**config.mk**
```make
export PLATFORM = sky130hd
export DESIGN_NAME = spma_agen
export DESIGN_NICKNAME = d
export VERILOG_FILES = /design/src/hdl/swizzled_pixel_memory_access_macros.svh /design/src/hdl/spma_pkg.sv /design/src/hdl/spma_agen.sv
export SDC_FILE = /design/constraint.sdc
export NUM_CORES = 1
export LEC_CHECK = 0
export ABC_CLOCK_PERIOD_IN_PS = 29000
export BUFFER_PORTS_ARGS = -buffer_cell sky130_fd_sc_hd__clkbuf_2
export CAP_MARGIN = 20
export CELL_PAD_IN_SITES_DETAIL_PLACEMENT = 0
export CELL_PAD_IN_SITES_GLOBAL_PLACEMENT = 1
export CORE_ASPECT_RATIO = 0.6
export CORE_UTILIZATION = 38
export DETAILED_ROUTE_END_ITERATION = 8
export PLACE_DENSITY_LB_ADDON = 0.1
export SYNTH_ARGS = -nofsm -noshare
export SYNTH_HDL_FRONTEND = slang
export SYNTH_SLANG_ARGS = --single-unit
```
**constraint.sdc**
```tcl
create_clock -name vclk -period 29
set_clock_uncertainty 0.2 [all_clocks]
set_input_delay 7.25 -clock vclk [all_inputs]
set_output_delay 7.25 -clock vclk [all_outputs]
set_load 0.005 [all_outputs]
```
**src/hdl/swizzled_pixel_memory_access_macros.svh**
```systemverilog
// Assertion macros for the swizzled pixel memory access block.
// Used by the top level; relies on the signals clk and rst_n in scope.
`ifndef SWIZZLED_PIXEL_MEMORY_ACCESS_MACROS_SVH
`define SWIZZLED_PIXEL_MEMORY_ACCESS_MACROS_SVH
`ifndef SYNTHESIS
// Same-cycle implication, disabled in reset
`define SPMA_ASSERT_IMP(lbl, ante, cons) \
  lbl: assert property (@(posedge clk) disable iff (!rst_n) (ante) |-> (cons)) \
    else $error("spma assertion failed");
// Next-cycle implication, disabled in reset
`define SPMA_ASSERT_NXT(lbl, ante, cons) \
  lbl: assert property (@(posedge clk) disable iff (!rst_n) (ante) |=> (cons)) \
    else $error("spma assertion failed");
`else
`define SPMA_ASSERT_IMP(lbl, ante, cons)
`define SPMA_ASSERT_NXT(lbl, ante, cons)
`endif
`endif

```
**src/hdl/spma_pkg.sv**
```systemverilog
// Shared types and constants of the swizzled pixel memory access block.
// No dependencies; imported by every module of the block but spma_ram.
`default_nettype none
package spma_pkg;

  // Memory geometry
  localparam int VRAM_BYTES = 4194304;
  localparam int AW         = $clog2(VRAM_BYTES);
  localparam int WAW        = AW - 2;
  localparam int VRAM_WORDS = VRAM_BYTES / 4;

  // Port widths
  localparam int IN_W   = 104;
  localparam int OUT_W  = 40;
  localparam int CFG_AW = 5;

  // Depth buffer block flip, as a word address mask
  localparam logic [WAW-1:0] Z_XOR = WAW'('h600);

  // Colour masks
  localparam logic [31:0] RGB24_MASK = 32'h00FF_FFFF;
  localparam logic [15:0] C16_ATOP   = 16'h8000;
  localparam logic [15:0] C16_RMASK  = 16'h7C00;
  localparam logic [15:0] C16_GMASK  = 16'h03E0;

  // Operation codes
  typedef enum logic [2:0] {
    OP_PIX_WR   = 3'd0,
    OP_PIX_RD   = 3'd1,
    OP_LIN32_WR = 3'd2,
    OP_LIN16_WR = 3'd3,
    OP_LIN32_RD = 3'd4,
    OP_LIN16_RD = 3'd5,
    OP_PAL      = 3'd6
  } op_t;

  // Pixel storage format codes
  localparam logic [5:0] PSM_C32  = 6'd0;
  localparam logic [5:0] PSM_C24  = 6'd1;
  localparam logic [5:0] PSM_C16  = 6'd2;
  localparam logic [5:0] PSM_C16S = 6'd10;
  localparam logic [5:0] PSM_T8   = 6'd19;
  localparam logic [5:0] PSM_T4   = 6'd20;
  localparam logic [5:0] PSM_T8H  = 6'd27;
  localparam logic [5:0] PSM_T4HL = 6'd36;
  localparam logic [5:0] PSM_T4HH = 6'd44;
  localparam logic [5:0] PSM_Z32  = 6'd48;
  localparam logic [5:0] PSM_Z24  = 6'd49;
  localparam logic [5:0] PSM_Z16  = 6'd50;
  localparam logic [5:0] PSM_Z16S = 6'd58;

  // Palette colour formats
  localparam logic [3:0] CF_32  = 4'd0;
  localparam logic [3:0] CF_24  = 4'd1;
  localparam logic [3:0] CF_16  = 4'd2;
  localparam logic [3:0] CF_16S = 4'd10;

  // Register indexes
  localparam logic [2:0] REG_ALPHA0     = 3'd0;
  localparam logic [2:0] REG_ALPHA1     = 3'd1;
  localparam logic [2:0] REG_ABZ        = 3'd2;
  localparam logic [2:0] REG_CLUT_BASE  = 3'd3;
  localparam logic [2:0] REG_CLUT_FMT   = 3'd4;
  localparam logic [2:0] REG_CLUT_LAY2  = 3'd5;
  localparam logic [2:0] REG_CLUT_WIDTH = 3'd6;
  localparam logic [2:0] REG_CLUT_ORG   = 3'd7;

  typedef enum logic [2:0] {SW_32, SW_16, SW_16S, SW_8, SW_4} swz_t;
  typedef enum logic [2:0] {K_NONE, K_W32, K_W24, K_H16, K_B8, K_N4} kind_t;
  typedef enum logic [1:0] {XP_NONE, XP_24, XP_16} xp_t;
  typedef enum logic [1:0] {ST_CLEAR, ST_IDLE, ST_ADDR, ST_DATA} state_t;

  typedef struct packed {
    logic [7:0]  alpha0;
    logic [7:0]  alpha1;
    logic        abz;
    logic [13:0] clut_base;
    logic [3:0]  clut_format;
    logic        clut_layout_two;
    logic [5:0]  clut_width;
    logic [15:0] clut_origin;
  } cfg_t;

  typedef struct packed {
    op_t         op;
    logic [5:0]  psm;
    logic [10:0] x;
    logic [10:0] y;
    logic [13:0] bp;
    logic [5:0]  bw;
    logic [31:0] value;
    logic [20:0] lin;
  } req_t;

  typedef struct packed {
    logic [WAW-1:0] waddr;
    logic [1:0]     lane;
    logic           nib;
    kind_t          kind;
    logic           wr;
    logic           ok;
    xp_t            xp;
    logic           zero;
  } acc_t;

endpackage
`default_nettype wire

```
**src/hdl/spma_agen.sv**
```systemverilog
// Address generator: decodes an access and maps it through the page, block
// and column swizzles to a word address and lane. Depends on spma_pkg.
`default_nettype none
module spma_agen (
  input  spma_pkg::req_t req,
  input  spma_pkg::cfg_t cfg,
  output spma_pkg::acc_t acc
);
  import spma_pkg::*;

  // Block, column and palette swizzles as bit permutations; col8 and col4 also XOR in row bits
  function automatic logic [4:0] blk32(input logic [1:0] r, input logic [2:0] c);
    return {c[2], r[1], c[1], r[0], c[0]};
  endfunction
  function automatic logic [4:0] blk16(input logic [2:0] r, input logic [1:0] c);
    return {r[2], c[1], r[1], c[0], r[0]};
  endfunction
  function automatic logic [4:0] blk16s(input logic [2:0] r, input logic [1:0] c);
    return {c[1], r[1], r[2], c[0], r[0]};
  endfunction
  function automatic logic [5:0] col32(input logic [2:0] r, input logic [2:0] c);
    return {r[2:1], c[2:1], r[0], c[0]};
  endfunction
  function automatic logic [6:0] col16(input logic [2:0] r, input logic [3:0] c);
    return {r[2:1], c[2:1], r[0], c[0], c[3]};
  endfunction
  function automatic logic [7:0] col8(input logic [3:0] r, input logic [3:0] c);
    return {r[3], r[2], c[2] ^ r[1] ^ r[2], c[1], r[0], c[0], c[3], r[1]};
  endfunction
  function automatic logic [8:0] col4(input logic [3:0] r, input logic [4:0] c);
    return {r[3], r[2], c[2] ^ r[1] ^ r[2], c[1], r[0], c[0], c[4], c[3], r[1]};
  endfunction
  function automatic logic [7:0] pal32(input logic [7:0] i);
    return {i[7], i[4], i[6], i[5], i[2], i[1], i[3], i[0]};
  endfunction
  function automatic logic [7:0] pal16(input logic [7:0] i);
    return {i[7], i[6], i[5], i[2], i[1], i[3], i[0], i[4]};
  endfunction

  logic        eight;
  logic [7:0]  idx;
  logic [5:0]  ppsm;
  logic [10:0] px, py;
  logic [13:0] pbp;
  logic [5:0]  pbw;
  swz_t        sw;
  kind_t       pkind;
  logic        pok, pz, hib, nfix_en, nfix;
  logic [5:0]  ry, pw;
  logic [4:0]  cx, blk;
  logic [7:0]  off;
  logic        snib;
  logic [8:0]  c4;
  logic [11:0] prod;
  logic [12:0] page;
  logic [26:0] psum;
  logic [AW-1:0]  pbyte;
  logic [WAW-1:0] pword;
  logic [1:0]  plane;
  logic        pnib;
  logic [23:0] l32, l16;
  logic [22:0] b32, b16;
  logic        cfok;

  // Select pixel coordinates: request or palette row
  always_comb begin
    eight = (req.psm == PSM_T8) || (req.psm == PSM_T8H);
    idx   = eight ? req.value[7:0] : {4'd0, req.value[3:0]};
    if (req.op == OP_PAL) begin
      ppsm = {2'b00, cfg.clut_format};
      px   = {1'b0, cfg.clut_origin[5:0], 4'd0} + {3'd0, idx};
      py   = {1'b0, cfg.clut_origin[15:6]};
      pbp  = cfg.clut_base;
      pbw  = cfg.clut_width;
    end else begin
      ppsm = req.psm;
      px   = req.x;
      py   = req.y;
      pbp  = req.bp;
      pbw  = req.bw;
    end
  end

  // Decode the storage format
  always_comb begin
    sw      = SW_32;
    pkind   = K_NONE;
    pok     = 1'b1;
    pz      = 1'b0;
    hib     = 1'b0;
    nfix_en = 1'b0;
    nfix    = 1'b0;
    case (ppsm)
      PSM_C32, PSM_Z32: begin
        pkind = K_W32;
        pz    = (ppsm == PSM_Z32);
      end
      PSM_C24, PSM_Z24: begin
        pkind = K_W24;
        pz    = (ppsm == PSM_Z24);
      end
      PSM_C16, PSM_Z16: begin
        sw    = SW_16;
        pkind = K_H16;
        pz    = (ppsm == PSM_Z16);
      end
      PSM_C16S, PSM_Z16S: begin
        sw    = SW_16S;
        pkind = K_H16;
        pz    = (ppsm == PSM_Z16S);
      end
      PSM_T8: begin
        sw    = SW_8;
        pkind = K_B8;
      end
      PSM_T4: begin
        sw    = SW_4;
        pkind = K_N4;
      end
      PSM_T8H: begin
        pkind = K_B8;
        hib   = 1'b1;
      end
      PSM_T4HL, PSM_T4HH: begin
        pkind   = K_N4;
        hib     = 1'b1;
        nfix_en = 1'b1;
        nfix    = (ppsm == PSM_T4HH);
      end
      default: pok = 1'b0;
    endcase
  end

  // Page grid and in-page swizzle
  always_comb begin
    c4 = col4(py[3:0], px[4:0]);
    snib = 1'b0;
    case (sw)
      SW_32: begin
        ry  = py[10:5];
        cx  = px[10:6];
        pw  = pbw;
        blk = blk32(py[4:3], px[5:3]);
        off = {col32(py[2:0], px[2:0]), 2'b00};
      end
      SW_16, SW_16S: begin
        ry  = {1'b0, py[10:6]};
        cx  = px[10:6];
        pw  = pbw;
        blk = (sw == SW_16S) ? blk16s(py[5:3], px[5:4]) : blk16(py[5:3], px[5:4]);
        off = {col16(py[2:0], px[3:0]), 1'b0};
      end
      SW_8: begin
        ry  = {1'b0, py[10:6]};
        cx  = {1'b0, px[10:7]};
        pw  = {1'b0, pbw[5:1]};
        blk = blk32(py[5:4], px[6:4]);
        off = col8(py[3:0], px[3:0]);
      end
      SW_4: begin
        ry   = {2'b00, py[10:7]};
        cx   = {1'b0, px[10:7]};
        pw   = {1'b0, pbw[5:1]};
        blk  = blk16(py[6:4], px[6:5]);
        off  = c4[8:1];
        snib = c4[0];
      end
      default: begin
        ry  = '0;
        cx  = '0;
        pw  = '0;
        blk = '0;
        off = '0;
      end
    endcase
    prod  = {6'd0, ry} * {6'd0, pw};
    page  = {1'b0, prod} + {8'd0, cx};
    psum  = {5'd0, pbp, 8'd0} + {1'b0, page, 13'd0} + {14'd0, blk, off};
    pbyte = psum[AW-1:0];
    pword = pbyte[AW-1:2] ^ (pz ? Z_XOR : '0);
    plane = hib ? 2'd3 : pbyte[1:0];
    pnib  = nfix_en ? nfix : snib;
  end

  // Linear and palette block addresses
  always_comb begin
    l32 = {2'd0, req.bp, 8'd0} + {1'b0, req.lin, 2'b00};
    l16 = {2'd0, req.bp, 8'd0} + {2'd0, req.lin, 1'b0};
    b32 = {1'b0, cfg.clut_base, 8'd0} + {13'd0, pal32(idx), 2'b00};
    b16 = {1'b0, cfg.clut_base, 8'd0} + {14'd0, pal16(idx), 1'b0};
    cfok = (cfg.clut_format == CF_32) || (cfg.clut_format == CF_24) ||
           (cfg.clut_format == CF_16) || (cfg.clut_format == CF_16S);
  end

  // Pick the access for the operation
  always_comb begin
    acc.waddr = pword;
    acc.lane  = plane;
    acc.nib   = pnib;
    acc.kind  = K_NONE;
    acc.wr    = 1'b0;
    acc.ok    = 1'b0;
    acc.xp    = XP_NONE;
    acc.zero  = 1'b0;
    case (req.op)
      OP_PIX_WR, OP_PIX_RD: begin
        acc.kind = pkind;
        acc.ok   = pok;
        acc.wr   = (req.op == OP_PIX_WR);
      end
      OP_LIN32_WR, OP_LIN32_RD: begin
        acc.waddr = l32[AW-1:2];
        acc.lane  = 2'd0;
        acc.kind  = K_W32;
        acc.ok    = 1'b1;
        acc.wr    = (req.op == OP_LIN32_WR);
      end
      OP_LIN16_WR, OP_LIN16_RD: begin
        acc.waddr = l16[AW-1:2];
        acc.lane  = l16[1:0];
        acc.kind  = K_H16;
        acc.ok    = 1'b1;
        acc.wr    = (req.op == OP_LIN16_WR);
      end
      OP_PAL: begin
        if (cfok) begin
          acc.ok = 1'b1;
          if (cfg.clut_format == CF_32) begin
            acc.xp = XP_NONE;
          end else if (cfg.clut_format == CF_24) begin
            acc.xp = XP_24;
          end else begin
            acc.xp = XP_16;
          end
          if (cfg.clut_layout_two) begin
            acc.kind = pkind;
            acc.zero = (cfg.clut_width == 6'd0);
          end else if (cfg.clut_format == CF_32 || cfg.clut_format == CF_24) begin
            acc.waddr = b32[AW-1:2];
            acc.lane  = 2'd0;
            acc.kind  = K_W32;
          end else begin
            acc.waddr = b16[AW-1:2];
            acc.lane  = b16[1:0];
            acc.kind  = K_H16;
          end
        end
      end
      default: acc.ok = 1'b0;
    endcase
  end
endmodule
`default_nettype wire

```
== Word level (Yosys, flattened, before mapping) ==
Index checks and enable logic that the tools add are counted.

* Register bits after elaboration: 0
* Output and inout port bits: 31
* Logic and storage cells: 104

* Add/subtract/negate cells: 8
* Multiply operators: 1
* Eq/ne operators: 27
* Mux-type cells: 38
* Bitwise operators: 3
* Reductions and logical operators: 27

{| class="wikitable"
|+ Operators by type and width
! cell !! number
|-
| $add 22x22->22 || 3
|-
| $mux 22 || 3
|-
| $pmux 22 s3 || 1
|-
| $eq 6x6->1 const B || 6
|-
| $mux 11 || 3
|-
| $pmux 8 s4 || 1
|-
| $eq 6x5->1 const B || 5
|-
| $pmux 3 s4 || 2
|-
| $add 22x10->22 || 1
|-
| $add 22x13->22 || 1
|-
| $add 22x9->22 || 1
|-
| $reduce_or 2->1 || 11
|-
| $pmux 5 s4 || 1
|-
| $xor 20x11->20 || 1
|-
| $pmux 6 s3 || 1
|-
| $pmux 3 s5 || 1
|-
| $mux 14 || 1
|-
| $reduce_or 13->1 || 1
|-
| $eq 3x2->1 const B || 4
|-
| $eq 3x3->1 const B || 4
|-
| $logic_not 6->1 || 2
|-
| $mux 6 || 2
|-
| $pmux 6 s2 || 1
|-
| $reduce_or 3->1 || 4
|-
| other kinds (24) || 43
|}

== Depth between registers and ports, before layout ==
Gate-level depths: netlist of run 1.

* Depth after elaboration: 16
* Depth in mapped cells: 29
* Mapped depth without buffers: 28

== Worst setup path before layout of run 1 ==
OpenSTA, ideal clock, no wires.

* Kind: input-to-output
* From: input req[95] (netlist bit)
* To: output acc[30] (netlist bit)
* Arrival time: 12.745 ns
* Data required time: 21.550 ns
* Setup slack: 8.805 ns
* Stages on the path: 27
* Buffers on the path: 3
* Path through: buf_6 > and3b_1 > buf_6 > o211a_4 > or3_1 > buf_2 > o22a_1 > o21ai_0 > nand2_1 > fa_1 > inv_1 > ha_1 > inv_1 > fa_1 > fa_1 > inv_1 > ha_1 > a21oi_1 > o21bai_1 > a21oi_1 > xnor2_1 > ha_1 > a21o_1 > a31oi_1 > xnor2_1 > nor2_1 > a211o_1

{| class="wikitable"
|+ RTL lines
! item !! RTL line !! source
|-
| start, declared || spma_agen.sv:5 || <nowiki>input spma_pkg::req_t req,</nowiki>
|-
| end, declared || spma_agen.sv:7 || <nowiki>output spma_pkg::acc_t acc</nowiki>
|}

==> results.toml, run 1 <==
[run_status]
status = "completed"

[route]
antenna_left = 0
drc = 0
drt-total-wl_um = 14400
dr_total_vias = 4897
wl_per_cell_um = 15.7
drtIter0Drc = 253
drtPass1Iterations = 4
vias_per_cell = 5.32

[sta]
slew_headroom_pct = 45.6
finalCriticalPeriod_ns = 21.49
setup_slack_ns = 7.51
finalMaxSlewViolations = 0
setup_violations = 0
setup_tns_ns = 0
timing.fmax_mhz = 46.5
period_share_pct = 74.1
hold_viol_final = 0
rsz0062_at_grt = "false"
worst_pin_slew_ns = 0.795

[synthesis]
ys_warn_count = 0
synth_area_um2 = 4460
syn_avg_cell_area_um2 = 7.10
yosysSeqAreaShare_pct = 0
synth_fp_nets = 863
syn_inst = 628
synth_cell_types = 62

[placed_design]
dp_hpwl_um = 12400
place_inst = 921
io_buffer_count = 152
placed_area_um2 = 5330
gp_congestion = 0.888
place_ws_ns = 7.48

[critical_path]
crit_path_end_kind = "output port"
crit_buf_inv = 6
cp.arrival_ns = 14.04
start_kind = "primary input"
crit_required_ns = 21.55
worst-setup-path-type = "primary input to output port"
path_max_fanout = 40
slowest_delay_ns = 0.78
path_delay_family = "adder cells"
slowest_stage = "o21ai_0"

[pwr]
p_total_mw = 0.256
p_leak_nw = 2.72
peakVddDrop_v = 0.0000749
cellPowerDensity_nw_per_um2 = 48.1

[flow_run]
drv_cap = 0

[global_route]
antenna_found_initial = 0
grt_max_degree = 41
grt.overflow.total = 0
grt_pass1_vias = 4504
track_usage_pct = 23.3
grt_pass1_wl_um = 22800

[floorplanning]
die_h_um = 85.9
die_w_um = 142
coreArea_um2 = 11400
die_area_um2 = 12200
placementRows = 30
io_pins = 193
start_util_pct = 39.2

[finish]
design.seq.count = 0
fillers = 1222
syn_to_final_growth_pct = 19.6
fin_nets = 998
layout-drive-gt1-share_pct = 24.8
fin_area_um2 = 5330
final_cells = 921
n_clock_buffer = 0
antenna_cells = 0
seq_area_um2 = 0

[hold_path]
hold_path.class = "primary input to output port"

[clock_tree]
cts-resized-gates = 0
hold_buffers = 0
cts_setup_buffers = 0
cell usage in the layout (no fill, tap or decap), types with 3 or more instances in the layout:
master    synthesis  routed
nor2_1           51      51
nor4_1            3       3
and3_1            5       5
and2_1           12      12
a21o_1           13      13
mux2i_1          27      27
nor3_1           12      12
o21ai_0          28      28
ha_1             52      52
a221o_1           3       3
clkbuf_2          0     152
o21bai_1          3       3
nand2_1         109     109
nor2b_1          10      10
xnor2_1          36      36
nand2b_1         10      10
nand3_1          14      14
fa_1             21      21
a21oi_1          40      40
a22oi_1           7       7
o21a_1            5       5
o22a_1            4       4
o221ai_1         12      12
inv_1            39      39
xor2_1           21      21
a31oi_1           5       5
buf_4             2       5
or2_2             4       4
o22ai_1           6       6
mux2_2           14      14
layout make-up:
cell class	instances	area (µm²)	share of cell area, %
Tap cell	160	200	3.75
Multi-Input combinational cell	565	4190	78.5
Timing Repair Buffer	157	798	15.0
Inverter	39	146	2.74
metrics by stage:
stage	hold WS, ns	util, %
2_1_floorplan	14.34	-
3_3_place_gp	14.54	46.9
3_5_place_dp	14.53	46.9
4_1_cts	14.53	46.9
5_1_grt	14.54	46.9
6_report	14.53	46.9
worst paths after layout:
| path | end | slack [ns] | start | cells past startpoint |
|---|---|---|---|---|
| hold / removal | acc[0] | 14.53 | cfg[17] | 3 |
| setup / recovery | acc[30] | 7.51 | req[101] | 25 |
power breakdown:
group	internal, mW	switching (mW)
clock network	0	0
logic	0.125	0.131
registers	0	0
total	0.125	0.131
cell families (layout without fill, tap and decap cells):
family          Yosys count  in the layout  share of synthesized area, %
buf+inv                  63            196                          6.06
simple gates            244            244                          25.9
mux                      41             41                          9.60
xor+xnor                 59             59                          12.1
fa+ha+maj                73             73                          24.0
compound gates          148            148                          22.3
per-layer routing:
layer / part of all wire [%] / GRT usage, %
met2: 42 / 37.0
met1: 53 / 36.1
met3: 5.6 / 0.726
met5: 0 / 0
met4: 0.27 / 0.978
synth_stat cells (3+ instances only):
cell type / n / area share (%)
and2_1: 12 / 1.7
xor2_1: 21 / 4.1
fa_1: 21 / 9.4
or2_2: 4 / 0.56
o21bai_1: 3 / 0.51
a31oi_1: 5 / 0.70
buf_6: 3 / 0.76
a21o_1: 13 / 2.2
nand2_1: 109 / 9.2
ha_1: 52 / 15
nand3_1: 14 / 1.6
nor4_1: 3 / 0.42
a21oi_1: 40 / 4.5
o22ai_1: 6 / 0.84
inv_1: 39 / 3.3
a22oi_1: 7 / 1.2
a221o_1: 3 / 0.67
nand2b_1: 10 / 1.4
and3_1: 5 / 0.70
o21a_1: 5 / 0.84
nor3_1: 12 / 1.3
o21ai_0: 28 / 3.1
buf_2: 3 / 0.34
o22a_1: 4 / 0.79
xnor2_1: 36 / 7.1
mux2i_1: 27 / 6.1
clkbuf_1: 14 / 1.2
nor2b_1: 10 / 1.4
nor2_1: 51 / 4.3
mux2_2: 14 / 3.5
o221ai_1: 12 / 2.4
(Power assumes the default switching activity.)
==> inputs of run 2 (changes only) <==
- ABC_CLOCK_PERIOD_IN_PS: 29000 -> 17700
- CORE_UTILIZATION: 38 -> 31
- clock period: 29 -> 17.7 ns (I/O delays scaled with it)
==> run 2 against run 1 <==
Compared with the run above: sequential share of layout area stayed put; combinational power up 64%; total power is 64% higher; global-route usage is 3.0 points lower; design area increased by 0.75%.
==> results.toml, run 2 (synthesis results as in run 1) <==
[run_status]
status = "completed"

[global_route]
grt.overflow.total = 0
grt_pass1_vias = 4621
antenna_found_initial = 0
grt_pass1_wl_um = 24000
met3_usage_pct = 0.734
use_met2_pct = 32.2
grt_max_degree = 46
grt_busiest_layer = "met2"
track_usage_pct = 20.2
grtUsageMet1_pct = 31.1

[finish]
seq_area_um2 = 0
layout-drive-gt1-share_pct = 24.8
antenna_cells = 0
n_clock_buffer = 0
mostFrequentLayoutCells = "clkbuf_2, nand2_1, ha_1"
fin_nets = 998
multiInputGateArea_um2 = 4190
mostFrequentLayoutCell = "clkbuf_2"
design.seq.count = 0
fillers = 1519
syn_to_final_growth_pct = 20.5
finish.utilization_pct = 38.9

[critical_path]
start_kind = "primary input"
cp.arrival_ns = 11.28
crit_required_ns = 13.07
path_max_fanout = 38
worst-setup-path-type = "primary input to output port"
crit_path_end_kind = "output port"

[route]
drc = 0
antenna_left = 0
vias_per_cell = 5.20
dr_total_vias = 4960
wl_per_cell_um = 16.1
drt-total-wl_um = 15300
drtIter0Drc = 325
drtPass1Iterations = 5

[sta]
timing.fmax_mhz = 62.9
worst_pin_slew_ns = 0.817
finalMaxSlewViolations = 0
hold_viol_final = 0
setup_tns_ns = 0
finalCriticalPeriod_ns = 15.90
slew_headroom_pct = 44.1
setup_violations = 0
rsz0062_at_grt = "false"
period_share_pct = 89.8

[floorplanning]
coreArea_um2 = 13800
die_w_um = 157
die_h_um = 94.9
start_util_pct = 32.2
io_pins = 193
die_area_um2 = 14900
placementRows = 33

[clock_tree]
cts_setup_buffers = 0
hold_buffers = 0
cts-resized-gates = 0

[pwr]
p_leak_nw = 2.72
cellPowerDensity_nw_per_um2 = 78.4
peakVddDrop_v = 0.000124
p_total_mw = 0.421

[flow_run]
drv_cap = 0

[placed_design]
gp_congestion = 0.828
io_buffer_count = 152
dp_hpwl_um = 13100

[hold_path]
hold_path.class = "primary input to output port"
[run 2: final timing paths]
check / startpoint / endpoint / slack, ns / cells past startpoint
setup / recovery: req[101] / acc[30] / 1.80 / 25
hold / removal: cfg[17] / acc[0] / 8.89 / 3
[run 2: where the power goes]
| group | leakage, nW | internal, mW | switching, mW | total [mW] |
|---|---|---|---|---|
| Sequential | 0 | 0 | 0 | 0 |
| Combinational | 2.72 | 0.205 | 0.217 | 0.421 |
| Clock | 0 | 0 | 0 | 0 |
[run 2: final cells by class]
cell class,count,area share [%]
tap,192,4.47
inverter,39,2.72
timing repair buffer,157,14.9
multi-input combinational,565,78.0
[run 2: stage by stage]
stage / setup WS [ns] / instances / hold slack [ns] / instance area, µm²
floorplan: 3.15 / 628 / 8.69 / 4460
global placement: 1.82 / 953 / 8.88 / 5370
detailed placement: 1.85 / 953 / 8.89 / 5370
CTS: 1.82 / 953 / 8.89 / 5370
global route: 1.31 / 953 / 8.91 / 5370
finish: 1.80 / 953 / 8.89 / 5370
[run 2: routing by layer]
layer | up-vias | part of all wire, %
met5 | - | 0
met4 | 0 | 0.47
met3 | 6 | 5.7
met2 | 152 | 42
met1 | 2318 | 51
li1 | 2484 | -
[run 2: worst max-delay path, stage by stage]
cell      delay (ns)
clkbuf_2        0.29
nand3b_2        0.44
buf_4           0.48
nand3_1         0.48
o21ai_0         0.78
nand2_1         0.18
fa_1            0.57
inv_1           0.04
ha_1            0.27
inv_1           0.05
fa_1            0.50
fa_1            0.54
inv_1           0.04
ha_1            0.32
a21oi_1         0.21
o21bai_1        0.09
a21oi_1         0.17
xnor2_1         0.15
ha_1            0.29
a21o_1          0.19
a31oi_1         0.19
xnor2_1         0.14
nor2_1          0.05
a211o_1         0.24
clkbuf_2        0.11
